==> src/zoomed_text_character_generator_assert.svh <==
// ----------------------------------------------------------------------------
// Assertion macros for the zoomed text character generator
// Clocked on clk and disabled while rst_n is low in the including module.
// ----------------------------------------------------------------------------
`ifndef ZOOMED_TEXT_CHARACTER_GENERATOR_ASSERT_SVH
`define ZOOMED_TEXT_CHARACTER_GENERATOR_ASSERT_SVH

// Same-cycle implication.
`define ZTCG_ASSERT_IMPL(lbl, ante, cons, msg) \
  lbl: assert property (@(posedge clk) disable iff (!rst_n) (ante) |-> (cons)) \
    else $error(msg);

// Next-cycle implication.
`define ZTCG_ASSERT_NEXT(lbl, ante, cons, msg) \
  lbl: assert property (@(posedge clk) disable iff (!rst_n) (ante) |=> (cons)) \
    else $error(msg);

`endif

==> src/ztcg_pkg.sv <==
// ----------------------------------------------------------------------------
// ztcg_pkg
// Shared constants, operation codes, read control type and index wrapping.
// ----------------------------------------------------------------------------
package ztcg_pkg;

  localparam int TEXT_CHARS_DEF = 64;
  localparam int FONT_BYTES_DEF = 256;
  localparam int FIRST_GLYPH    = 48;

  localparam int OP_W   = 2;
  localparam int X_W    = 7;
  localparam int Y_W    = 3;
  localparam int CIDX_W = 6;
  localparam int BYTE_W = 8;

  localparam logic [OP_W-1:0] OP_CLEAR      = 2'd0;
  localparam logic [OP_W-1:0] OP_WRITE_CHAR = 2'd1;
  localparam logic [OP_W-1:0] OP_WRITE_FONT = 2'd2;
  localparam logic [OP_W-1:0] OP_READ       = 2'd3;

  localparam logic [BYTE_W-1:0] INV_MASK = 8'hff;

  // Wide enough for a biased font address and the modulus shifted by the steps.
  localparam int WRAP_W     = 17;
  localparam int WRAP_STEPS = 6;

  typedef struct packed {
    logic       vld;
    logic       zoom;
    logic [1:0] col;
    logic       hi_nib;
    logic       blank;
    logic       inv;
  } rd_ctl_t;

  // Remainder by restoring subtraction; exact while v < m * 2**WRAP_STEPS.
  function automatic logic [WRAP_W-1:0] wrap_mod(input logic [WRAP_W-1:0] v,
                                                 input logic [WRAP_W-1:0] m);
    logic [WRAP_W-1:0] r;
    r = v;
    for (int k = WRAP_STEPS - 1; k >= 0; k--) begin
      if (r >= (m << k)) begin
        r = r - (m << k);
      end
    end
    return r;
  endfunction

endpackage

==> src/ztcg_text_store.sv <==
// ----------------------------------------------------------------------------
// ztcg_text_store
// Character memory with per-entry valid flags; one access per transaction.
// ----------------------------------------------------------------------------
module ztcg_text_store #(
  parameter int TEXT_CHARS = ztcg_pkg::TEXT_CHARS_DEF
) (
  input  logic                          clk,
  input  logic                          rst_n,
  input  logic                          acc,
  input  logic [ztcg_pkg::OP_W-1:0]     op,
  input  logic                          zoom_mode,
  input  logic [ztcg_pkg::X_W-1:0]      pixel_x,
  input  logic [ztcg_pkg::Y_W-1:0]      page_y,
  input  logic [ztcg_pkg::CIDX_W-1:0]   char_index,
  input  logic [ztcg_pkg::BYTE_W-1:0]   char_code,
  output logic [ztcg_pkg::BYTE_W-1:0]   chr,
  output ztcg_pkg::rd_ctl_t             ctl
);
  import ztcg_pkg::*;

  localparam int AW = (TEXT_CHARS > 1) ? $clog2(TEXT_CHARS) : 1;

  logic [BYTE_W-1:0]     txt_mem_r [TEXT_CHARS];
  logic [TEXT_CHARS-1:0] vld_r;
  logic [BYTE_W-1:0]     q_r;
  logic                  q_vld_r;
  rd_ctl_t               ctl_r;
  rd_ctl_t               ctl_nxt;
  logic [WRAP_W-1:0]     raw;
  logic [AW-1:0]         addr;

  always_comb begin
    if (op == OP_WRITE_CHAR) begin
      raw = WRAP_W'(char_index);
    end else if (zoom_mode) begin
      raw = WRAP_W'({page_y[2:1], 4'b0000}) + WRAP_W'(pixel_x[6:3]);
    end else begin
      raw = WRAP_W'({page_y, 3'b000}) + WRAP_W'(pixel_x[6:2]);
    end
  end

  assign addr = AW'(wrap_mod(raw, WRAP_W'(TEXT_CHARS)));

  always_comb begin
    ctl_nxt        = '0;
    ctl_nxt.vld    = acc && (op == OP_READ);
    ctl_nxt.zoom   = zoom_mode;
    ctl_nxt.col    = zoom_mode ? pixel_x[2:1] : pixel_x[1:0];
    ctl_nxt.hi_nib = page_y[0];
  end

  always_ff @(posedge clk) begin
    if (!rst_n) begin
      vld_r     <= '0;
      ctl_r.vld <= 1'b0;
    end else begin
      ctl_r <= ctl_nxt;
      if (acc && (op == OP_CLEAR)) begin
        vld_r <= '0;
      end else if (acc && (op == OP_WRITE_CHAR)) begin
        vld_r[addr] <= 1'b1;
      end
    end
  end

  always_ff @(posedge clk) begin
    if (acc && (op == OP_WRITE_CHAR)) begin
      txt_mem_r[addr] <= char_code;
    end
    q_r     <= txt_mem_r[addr];
    q_vld_r <= vld_r[addr];
  end

  // An entry never written since the last clear reads as a blank.
  assign chr = q_vld_r ? q_r : '0;
  assign ctl = ctl_r;

endmodule

==> src/ztcg_font_store.sv <==
// ----------------------------------------------------------------------------
// ztcg_font_store
// Font memory: glyph column lookup for reads, byte writes from transactions.
// ----------------------------------------------------------------------------
module ztcg_font_store #(
  parameter int FONT_BYTES = ztcg_pkg::FONT_BYTES_DEF
) (
  input  logic                          clk,
  input  logic                          rst_n,
  input  logic                          wr_en,
  input  logic [ztcg_pkg::BYTE_W-1:0]   font_address,
  input  logic [ztcg_pkg::BYTE_W-1:0]   font_byte,
  input  logic [ztcg_pkg::BYTE_W-1:0]   chr,
  input  ztcg_pkg::rd_ctl_t             ctl_in,
  output logic [ztcg_pkg::BYTE_W-1:0]   glyph,
  output ztcg_pkg::rd_ctl_t             ctl_out
);
  import ztcg_pkg::*;

  localparam int AW   = $clog2(FONT_BYTES);
  localparam int BIAS = 3 * FONT_BYTES - 4 * FIRST_GLYPH;

  logic [BYTE_W-1:0] font_mem_r [FONT_BYTES];
  logic [BYTE_W-1:0] q_r;
  rd_ctl_t           ctl_r;
  rd_ctl_t           ctl_nxt;
  logic [BYTE_W-1:0] code7;
  logic [WRAP_W-1:0] rd_raw;
  logic [AW-1:0]     rd_addr;
  logic [AW-1:0]     wr_addr;

  // In zoom mode bit 7 is the inverse flag, not part of the glyph code.
  assign code7   = ctl_in.zoom ? {1'b0, chr[6:0]} : chr;
  assign rd_raw  = WRAP_W'({code7, 2'b00}) + WRAP_W'(ctl_in.col) + WRAP_W'(BIAS);
  assign rd_addr = AW'(wrap_mod(rd_raw, WRAP_W'(FONT_BYTES)));
  assign wr_addr = AW'(wrap_mod(WRAP_W'(font_address), WRAP_W'(FONT_BYTES)));

  always_comb begin
    ctl_nxt       = ctl_in;
    ctl_nxt.blank = (chr == '0);
    ctl_nxt.inv   = ctl_in.zoom && chr[7];
  end

  always_ff @(posedge clk) begin
    if (!rst_n) begin
      ctl_r.vld <= 1'b0;
    end else begin
      ctl_r <= ctl_nxt;
    end
  end

  always_ff @(posedge clk) begin
    if (wr_en) begin
      font_mem_r[wr_addr] <= font_byte;
    end
    q_r <= font_mem_r[rd_addr];
  end

  assign glyph   = q_r;
  assign ctl_out = ctl_r;

endmodule

==> src/ztcg_pixel_fmt.sv <==
// ----------------------------------------------------------------------------
// ztcg_pixel_fmt
// Output stage: blanking, nibble doubling for zoom, inverse video.
// ----------------------------------------------------------------------------
module ztcg_pixel_fmt (
  input  logic                          clk,
  input  logic                          rst_n,
  input  logic [ztcg_pkg::BYTE_W-1:0]   glyph,
  input  ztcg_pkg::rd_ctl_t             ctl,
  output logic                          out_valid,
  output logic [ztcg_pkg::BYTE_W-1:0]   out_column_bits
);
  import ztcg_pkg::*;

  logic [3:0]        nib;
  logic [BYTE_W-1:0] dbl;
  logic [BYTE_W-1:0] bits_nxt;
  logic [BYTE_W-1:0] bits_r;
  logic              valid_r;

  assign nib = ctl.hi_nib ? glyph[7:4] : glyph[3:0];

  always_comb begin
    for (int i = 0; i < 4; i++) begin
      dbl[2*i]   = nib[i];
      dbl[2*i+1] = nib[i];
    end
  end

  always_comb begin
    if (ctl.blank) begin
      bits_nxt = '0;
    end else if (ctl.zoom) begin
      bits_nxt = ctl.inv ? (dbl ^ INV_MASK) : dbl;
    end else begin
      bits_nxt = glyph;
    end
  end

  always_ff @(posedge clk) begin
    if (!rst_n) begin
      valid_r <= 1'b0;
    end else begin
      valid_r <= ctl.vld;
    end
  end

  always_ff @(posedge clk) begin
    bits_r <= bits_nxt;
  end

  assign out_valid       = valid_r;
  assign out_column_bits = bits_r;

endmodule

==> src/zoomed_text_character_generator.sv <==
// ----------------------------------------------------------------------------
// zoomed_text_character_generator
// Text-mode character generator with a character memory and a font memory.
// ----------------------------------------------------------------------------
// The block takes one transaction in every clock cycle: busy stays low, so a
// transaction is taken at every rising edge where start is high. Clear, write
// character and write font byte finish at the edge that takes them. A read
// column transaction gives its byte on out_column_bits by way of a character
// memory read, a font memory read and the output register, in that order,
// with out_valid high for a single cycle; the receiver cannot hold it off,
// so it must take the byte then. Reads come out in the order they were taken.
// Each memory has one read and one write per cycle, which is what sets the
// rate of one transaction per clock. Clear drops a valid flag per character
// entry, and an entry without its flag reads as blank, so no clearing pass
// runs after reset.
// The font memory holds no reset value; reading a glyph column that was never
// written gives an undefined byte.
module zoomed_text_character_generator #(
  parameter int TEXT_CHARS = ztcg_pkg::TEXT_CHARS_DEF,
  parameter int FONT_BYTES = ztcg_pkg::FONT_BYTES_DEF
) (
  input  logic                          clk,
  input  logic                          rst_n,
  input  logic                          start,
  output logic                          busy,
  input  logic [ztcg_pkg::OP_W-1:0]     in_operation,
  input  logic                          in_zoom_mode,
  input  logic [ztcg_pkg::X_W-1:0]      in_pixel_x,
  input  logic [ztcg_pkg::Y_W-1:0]      in_page_y,
  input  logic [ztcg_pkg::CIDX_W-1:0]   in_char_index,
  input  logic [ztcg_pkg::BYTE_W-1:0]   in_char_code,
  input  logic [ztcg_pkg::BYTE_W-1:0]   in_font_address,
  input  logic [ztcg_pkg::BYTE_W-1:0]   in_font_byte,
  output logic                          out_valid,
  output logic [ztcg_pkg::BYTE_W-1:0]   out_column_bits
);
  import ztcg_pkg::*;

`include "zoomed_text_character_generator_assert.svh"

  logic              acc;
  logic              rd_acc;
  logic [BYTE_W-1:0] chr;
  logic [BYTE_W-1:0] glyph;
  rd_ctl_t           ctl_a;
  rd_ctl_t           ctl_b;

  // Every stage moves forward each cycle and writes never wait on reads,
  // so the block is always ready for the next transaction.
  assign busy   = 1'b0;
  assign acc    = start && !busy;
  assign rd_acc = acc && (in_operation == OP_READ);

  // First stage: character lookup, character writes and clear.
  ztcg_text_store #(
    .TEXT_CHARS (TEXT_CHARS)
  ) u_text (
    .clk        (clk),
    .rst_n      (rst_n),
    .acc        (acc),
    .op         (in_operation),
    .zoom_mode  (in_zoom_mode),
    .pixel_x    (in_pixel_x),
    .page_y     (in_page_y),
    .char_index (in_char_index),
    .char_code  (in_char_code),
    .chr        (chr),
    .ctl        (ctl_a)
  );

  // Second stage: font lookup for the read in flight. A font write taken in
  // the same cycle lands after that lookup, matching transaction order.
  ztcg_font_store #(
    .FONT_BYTES (FONT_BYTES)
  ) u_font (
    .clk          (clk),
    .rst_n        (rst_n),
    .wr_en        (acc && (in_operation == OP_WRITE_FONT)),
    .font_address (in_font_address),
    .font_byte    (in_font_byte),
    .chr          (chr),
    .ctl_in       (ctl_a),
    .glyph        (glyph),
    .ctl_out      (ctl_b)
  );

  // Third stage: formatting into the output register.
  ztcg_pixel_fmt u_fmt (
    .clk             (clk),
    .rst_n           (rst_n),
    .glyph           (glyph),
    .ctl             (ctl_b),
    .out_valid       (out_valid),
    .out_column_bits (out_column_bits)
  );

  // A read taken now always comes out with out_valid high.
  `ZTCG_ASSERT_NEXT(a_read_latency, rd_acc, ##2 out_valid, "read result missing")

  // Every result belongs to an earlier read.
  `ZTCG_ASSERT_IMPL(a_no_spurious, out_valid, $past(rd_acc, 3), "spurious result")

  // A blank character always gives an empty column.
  `ZTCG_ASSERT_NEXT(a_blank_zero, ctl_b.vld && ctl_b.blank, out_column_bits == '0, "blank not zero")

endmodule
==> config.mk <==
export PLATFORM = sky130hd
export DESIGN_NAME = zoomed_text_character_generator
export DESIGN_NICKNAME = d
export VERILOG_FILES = /design/src/ztcg_pkg.sv /design/src/ztcg_text_store.sv /design/src/ztcg_font_store.sv /design/src/ztcg_pixel_fmt.sv /design/src/zoomed_text_character_generator.sv
export VERILOG_INCLUDE_DIRS = /design/src /design/src/src
export SDC_FILE = /design/constraint.sdc
export NUM_CORES = 2
export LEC_CHECK = 0
export BUFFER_PORTS_ARGS = -buffer_cell sky130_fd_sc_hd__buf_2
export CAP_MARGIN = 10
export CORE_UTILIZATION = 45
export DETAILED_ROUTE_END_ITERATION = 8
export MAX_ROUTING_LAYER = met4
export SLEW_MARGIN = 15
export SYNTH_ARGS = -nofsm -noshare
export SYNTH_HDL_FRONTEND = slang
export SYNTH_SLANG_ARGS = --single-unit
export TNS_END_PERCENT = 1
==> constraint.sdc <==
create_clock -name clk -period 3.6 [get_ports clk]
set_input_delay 0.72 -clock clk [delete_from_list [all_inputs] [get_ports clk]]
set_output_delay 0.72 -clock clk [all_outputs]
set_load 0.03 [all_outputs]
======== Word-level counts from Yosys, hierarchy flattened ========
Memory sizes are Yosys's and may differ from the RTL's. A register that Yosys moved wholly into a read port is not among the register bits.
Index checks and enable logic that the tools add are counted.
word-level totals
  bits in registers ....................... 84
  latch bits .............................. 0
  RAM bits ................................ 2560
  memory bits (read-only) ................. 0
  bits of input ports ..................... 46
  output and inout port bits .............. 10
  logic and storage cells ................. 88
  memories ................................ 2
memory list
  memory             depth  bits a word  rd ports  clocked after memory_dff  wr ports  RTL line               source
  u_font.font_mem_r  256    8            1         1                         1         ztcg_font_store.sv:23  logic [BYTE_W-1:0] font_mem_r [FONT_BYTES];
  u_text.txt_mem_r   64     8            1         1                         1         ztcg_text_store.sv:24  logic [BYTE_W-1:0] txt_mem_r [TEXT_CHARS];
cells by class
  add/sub/neg operators ................... 16
  multipliers ............................. 0
  div/mod/pow operators ................... 0
  $lt $le $gt $ge ......................... 14
  equal/unequal tests ..................... 3
  shift-type cells ........................ 0
  muxes and demuxes ....................... 28
  bitwise operators ....................... 3
  reduce and logical (&&, ||, !) cells .... 9
operators by type and width
  kind                      number
  $mux W17                  12
  $or A64 B64 Y64           1
  $mux W8                   5
  $ge A17 B10 Y1 const B    2
  $ge A17 B11 Y1 const B    2
  $ge A17 B12 Y1 const B    2
  $ge A17 B9 Y1 const B     2
  $sub A17 B10 Y17 const B  2
  $sub A17 B11 Y17 const B  2
  $sub A17 B12 Y17 const B  2
  $add A17 B10 Y17 const B  1
  $ge A17 B13 Y1 const B    1
  $ge A17 B14 Y1 const B    1
  $ge A17 B7 Y1 const B     1
  $ge A17 B8 Y1 const B     1
  $sub A17 B13 Y17 const B  1
  $sub A17 B14 Y17 const B  1
  $sub A17 B8 Y17 const B   1
  $sub A17 B9 Y17 const B   1
  $add A10 B2 Y11           1
  $logic_not A8 Y1          1
  $not A8 Y8                1
  $sub A8 B1 Y8 const B     1
  $add A6 B4 Y7             1
  other kinds (16)          27

======== Longest topological paths before layout ========
  depth after elaboration ................. 20
  gate-level depth with buffers ........... 13

======== Modules after synthesis ========
Synthesis repeated with hierarchy kept, for this count alone.
second synthesis, totals
  cell total of the unflattened synthesis .. 5375
  area, all modules ....................... 104408.9 sq um
by module, submodules not included
  module                           times used  cells an instance  area an instance (sq um)  sequential area each (sq um)
  ztcg_font_store                  1           3811               80668.6                   61859.3
  ztcg_text_store                  1           1525               23337.4                   16976.3
  ztcg_pixel_fmt                   1           36                 382.9                     180.2
  zoomed_text_character_generator  1           3                  20.0                      0.0

======== Least setup slack after synthesis ========
OpenSTA, ideal clock, no wires.
  path kind ............................... input to register
  start point ............................. input port in_pixel_x[5] in the netlist's numbering
  end point ............................... memory u_text.txt_mem_r[49][0] (enable)
  setup time .............................. 374 ps
  arrival time ............................ 2830 ps
  slack ................................... 396 ps
  cell stages on the path ................. 9
  buffers on the path ..................... 2
  cells stage by stage .................... ha_1 inv_1 fa_1 nor3_1 o31a_1 clkbuf_1 nand3_1 clkbuf_1 nor2_1
on the way
  longest elaborated chain between the ends .. 15
  elaborated cells on any way between the ends .. 22
  classes of those cells .................. 8 x add/sub; 6 x order compare; 8 x mux
ends and longest elaborated chain
  what                                                RTL line                                      source
  from (decl)                                         zoomed_text_character_generator.sv:28         input logic [ztcg_pkg::X_W-1:0] in_pixel_x,
  $add A6 B4 Y7 or $add A6 B5 Y7 (tied branches)      ztcg_text_store.sv:37, ztcg_text_store.sv:39
  $mux W17 (*)                                        ztcg_text_store.sv:36                         end else if (zoom_mode) begin
  $mux W17 (*)                                        ztcg_text_store.sv:34                         if (op == OP_WRITE_CHAR) begin
  $sub A17 B12 Y17 or $ge A17 B12 Y1 (tied branches)  ztcg_pkg.sv:44, ztcg_pkg.sv:43
  $mux W17 (*)                                        ztcg_pkg.sv:43                                if (r >= (m << k)) begin
  $sub A17 B11 Y17 or $ge A17 B11 Y1 (tied branches)  ztcg_pkg.sv:44, ztcg_pkg.sv:43
  $mux W17 (*)                                        ztcg_pkg.sv:43
  $sub A17 B10 Y17 or $ge A17 B10 Y1 (tied branches)  ztcg_pkg.sv:44, ztcg_pkg.sv:43
  $mux W17 (*)                                        ztcg_pkg.sv:43
  $sub A17 B9 Y17 or $ge A17 B9 Y1 (tied branches)    ztcg_pkg.sv:44, ztcg_pkg.sv:43
  $mux W17 (*)                                        ztcg_pkg.sv:43
  $sub A17 B8 Y17 or $ge A17 B8 Y1 (tied branches)    ztcg_pkg.sv:44, ztcg_pkg.sv:43
  $mux W17 (*)                                        ztcg_pkg.sv:43
  $ge A17 B7 Y1 or $sub A6 B1 Y6 (tied branches)      ztcg_pkg.sv:43, ztcg_pkg.sv:44
  $mux W6 (*)                                         ztcg_pkg.sv:43
  to (decl)                                           ztcg_text_store.sv:24
Mark *: on every way between the ends. The rest lies on a longest branch, timed or not.

======== Worst setup path after layout ========
  start point ............................. register u_text.ctl_r (netlist bit u_text.ctl[3])
  end point ............................... register u_font.q_r[5] (netlist: u_font.glyph[5]) (read register of u_font.font_mem_r)
on the way
  longest elaborated chain between the ends .. 14
  elaborated cells on any way between the ends .. 20
  classes of those cells .................. 8 x add/sub; 6 x order compare; 6 x mux
ends and longest elaborated chain
  what                                                RTL line                        source
  from (decl)                                         ztcg_text_store.sv:28           rd_ctl_t ctl_r;
  from (signal assigned)                              ztcg_text_store.sv:58           ctl_r <= ctl_nxt;
  $add A10 B2 Y11 (*)                                 ztcg_font_store.sv:34           assign rd_raw = WRAP_W'({code7, 2'b00}) + WRAP_W'(ctl_in.col) + WRAP_W'(BIAS);
  $add A17 B10 Y17 (*)                                ztcg_font_store.sv:34
  $sub A17 B14 Y17 or $ge A17 B14 Y1 (tied branches)  ztcg_pkg.sv:44, ztcg_pkg.sv:43
  $mux W17 (*)                                        ztcg_pkg.sv:43
  $sub A17 B13 Y17 or $ge A17 B13 Y1 (tied branches)  ztcg_pkg.sv:44, ztcg_pkg.sv:43
  $mux W17 (*)                                        ztcg_pkg.sv:43
  $sub A17 B12 Y17 or $ge A17 B12 Y1 (tied branches)  ztcg_pkg.sv:44, ztcg_pkg.sv:43
  $mux W17 (*)                                        ztcg_pkg.sv:43
  $sub A17 B11 Y17 or $ge A17 B11 Y1 (tied branches)  ztcg_pkg.sv:44, ztcg_pkg.sv:43
  $mux W17 (*)                                        ztcg_pkg.sv:43
  $sub A17 B10 Y17 or $ge A17 B10 Y1 (tied branches)  ztcg_pkg.sv:44, ztcg_pkg.sv:43
  $mux W17 (*)                                        ztcg_pkg.sv:43
  $ge A17 B9 Y1 or $sub A8 B1 Y8 (tied branches)      ztcg_pkg.sv:43, ztcg_pkg.sv:44
  $mux W8 (*)                                         ztcg_pkg.sv:43
  to (decl)                                           ztcg_font_store.sv:24           logic [BYTE_W-1:0] q_r;
Marked as above.
A chain may end at the register's enable or synchronous reset.

==> flow_metrics.py <==
metrics = {
    "critical_path": {
        "cp_slowest_stage_delay_ns": 0.52,
        "critical_path_peak_fanout": 44,
        "end_kind": "register",
        "critPathArrivalTime_ns": 4.07,
        "path_cells": "buf_12 -> buf_12 -> buf_12 -> buf_12 -> mux2i_1 -> a22oi_1 -> a31oi_1 -> o22ai_1 -> o22ai_1 -> buf_4 -> nor3_1",
        "r2r_cells": 11,
        "cp_num_cells": 11,
        "r2r_end": "u_font.glyph[5]",
        "path_common_cell": "buf_12",
        "cp_top_family": "compound AO/OA/AOI/OAI gates",
        "r2r_start": "u_text.ctl[3]",
        "slowest_stage": "o22ai_1",
        "start_kind": "register",
        "critical_path_required_ns": 4.44,
        "worst-path-buf-inv": 5,
        "reg2reg_slack_ns": 0.37,
        "critical_path_class": "register to register",
    },
    "clock_tree": {
        "cts_max_level": 5,
        "post_cts_buffers": 0,
        "clk_pin_slew_ns": 0.06,
        "cts_resized": 0,
        "insertion_delay_ns": 0.92,
        "cts_hold_buf": 0,
        "clk_path_buf_depth": 4,
        "cts.sinks": 2660,
        "cts_tree": "yes",
        "cts_made_buffers": 291,
        "cts-root-buf": "clkbuf_16",
    },
    "layout": {
        "stdcell_area_um2": 121000,
        "final_util": 0.531,
        "area_growth_syn_to_layout_pct": 16.8,
        "finalNetCount": 6403,
        "stdcell_count": 9568,
        "drive_above_1_share": 0.226,
    },
    "hold_path": {
        "min_from": "in_pixel_x[0]",
        "worst_hold_path.endpoint": "u_text.ctl[3]",
        "hp-class": "primary input to register",
        "min_delay_path_depth": 2,
    },
    "detailed_routing": {
        "dr.pass1.iters": 6,
        "num_vias": 57000,
        "wl_per_cell_um": 28.9,
        "viasPerCell": 5.96,
        "drcViolationCount": 0,
        "wl_um": 277000,
        "antenna_left": 0,
        "drtIter0Drc": 6492,
    },
    "global_routing": {
        "grt_pass1_wl_um": 398000,
        "overflow": 0,
        "grt_pass1_vias": 56300,
        "grt_usage": 0.244,
        "antenna_found_initial": 15,
        "grt_max_degree": 104,
    },
    "timing": {
        "worst_slew_pin_slew_ns": 1.19,
        "min_period_ns": 3.23,
        "fin_ws_ns": 0.374,
        "setup_viol": 0,
        "max_freq_ghz": 0.310,
        "holdWs_ns": 0.135,
        "drv_slew": 0,
        "fin_tns_setup_ns": 0,
        "slew_headroom": 0.199,
        "finalHoldViolations": 0,
        "rsz0062_at_grt": "false",
        "finClkSkew_ns": 0.0342,
        "post-route-period-util": 0.896,
    },
    "floorplanning": {
        "rows": 175,
        "ios": 56,
        "die-area_um2": 232000,
        "initial_utilization": 0.455,
        "die_h_um": 482,
        "die_x_um": 482,
        "core_um2": 228000,
    },
    "synthesis": {
        "syn_area_um2": 104000,
        "synthCells": 5678,
        "yosys_warnings": 0,
        "synthFlopType": "edfxtp_1",
        "synth_cell_types": 78,
        "synth_most_common_cell": "edfxtp_1",
        "synth_edf_count": 2568,
        "synth_area_leaders": "edfxtp_1 (74%), mux4_2 (6.0%), mux2i_1 (5.8%)",
        "avgSynthCellArea_um2": 18.3,
        "synth-seq-cells": 2660,
        "synth_seq_area_share": 0.761,
        "synth_common_cells": "edfxtp_1 (2568), mux2i_1 (598), nor2_1 (354)",
        "syn_nets": 5727,
        "async_flop_share": 0,
        "synth_top_area_share": 0.743,
        "yosysTopAreaCell": "edfxtp_1",
    },
    "status": {
        "status": "finished, final reports clean",
    },
    "power_and_ir_drop": {
        "power.density_nw_per_um2": 566,
        "leakage_nw": 40.7,
        "ir_worst_vdd_v": 0.000559,
        "total_power_mw": 68.6,
    },
    "placed_design": {
        "dp_hpwl_um": 174000,
        "detailed_place.area_um2": 112000,
        "port_buffers": 54,
        "dp_cells": 9070,
        "pre_cts_slack_ns": -0.144,
        "place.gp.congestion": 0.926,
    },
    "job": {
        "max-cap-violations": 0,
    },
}
-- cells by family (layout without fill, tap and decap cells) --
kind of cell    after synthesis  count (layout)  share of synthesized area
mux                         926             926                      0.124
buf+inv                     369            1248                     0.0173
simple gates                825             825                     0.0347
flops                      2660            2660                      0.761
fa+ha+maj                     3               3                   0.000434
compound gates              890             890                     0.0624
other cells                   1               3                  0.0000361
xor+xnor                      4               4                   0.000338
-- flip-flops by register name, indices dropped and copies added, names as in the netlist --
signal	count
u_font.font_mem_r	2048
u_font.ctl_out	5
u_text.vld_r	64
u_text.q_vld_r	1
u_text.ctl	5
u_font.glyph	8
u_fmt.out_valid	1
u_text.txt_mem_r	512
u_fmt.out_column_bits	8
u_text.q_r	8
-- placed cells by master (no fill, tap or decap), types with 18 or more instances in the layout --
master,netlist,routed
buf_4,45,618
and3_1,20,19
clkinv_1,0,57
o211ai_1,32,32
mux2i_1,598,598
a22oi_1,339,339
dfxtp_1,92,92
nand3_1,157,153
o21a_1,67,67
a221oi_1,21,21
edfxtp_1,2568,2568
o221ai_1,18,18
o21ai_0,29,28
a22o_1,67,67
mux2_2,43,43
o22ai_1,30,30
nor3_1,25,25
clkbuf_1,174,69
a31oi_1,103,103
clkbuf_16,0,298
a21oi_1,93,92
buf_12,1,76
mux4_2,276,276
nor2_1,354,352
buf_2,103,46
nand2_1,198,186
clkinv_2,0,36
bufinv_16,0,18
-- layer usage --
metal	routed length [µm]	share of wire	global-route usage
met4	8640	0.031	0.0746
met5	0	0	-
met2	131000	0.47	0.374
met3	20500	0.074	0.0349
met1	117000	0.42	0.339
-- power by group --
group | internal, mW | switching (mW) | leakage [nW]
sequential | 34.1 | 0.173 | 23.8
clock | 16.5 | 11.6 | 4.31
combinational | 2.23 | 4.07 | 12.5
-- worst reg2reg max path, stage by stage, from the launching register on --
cell	delay, ns
edfxtp_1	0.38
buf_12	0.19
buf_12	0.27
buf_12	0.21
buf_12	0.33
mux2i_1	0.14
a22oi_1	0.34
a31oi_1	0.22
o22ai_1	0.52
o22ai_1	0.20
buf_4	0.19
nor3_1	0.16
-- cell type report --
| class | instances | area (µm²) |
|---|---|---|
| Timing Repair Buffer | 748 | 6510 |
| Clock inverter | 125 | 1060 |
| Tap cell | 3009 | 3760 |
| Fill cell | 18000 | 107000 |
| Clock buffer | 371 | 7770 |
| Antenna cell | 2 | 5.00 |
| Multi-Input combinational cell | 2649 | 23100 |
| Sequential cell | 2660 | 79000 |
| Inverter | 4 | 15.0 |
-- worst max path at each step --
stage	from	endpoint
after global placement	in_pixel_x[5]	u_text.q_r[7]
after floorplan	in_pixel_x[5]	u_text.txt_mem_r[49][0]
after global routing	u_text.ctl[3]	u_font.glyph[3]
after detailed placement	in_operation[1]	u_text.q_r[1]
final	u_text.ctl[3]	u_font.glyph[5]
after CTS	u_text.ctl[3]	u_font.glyph[5]
No activity file was read; power rests on OpenSTA's default activity.
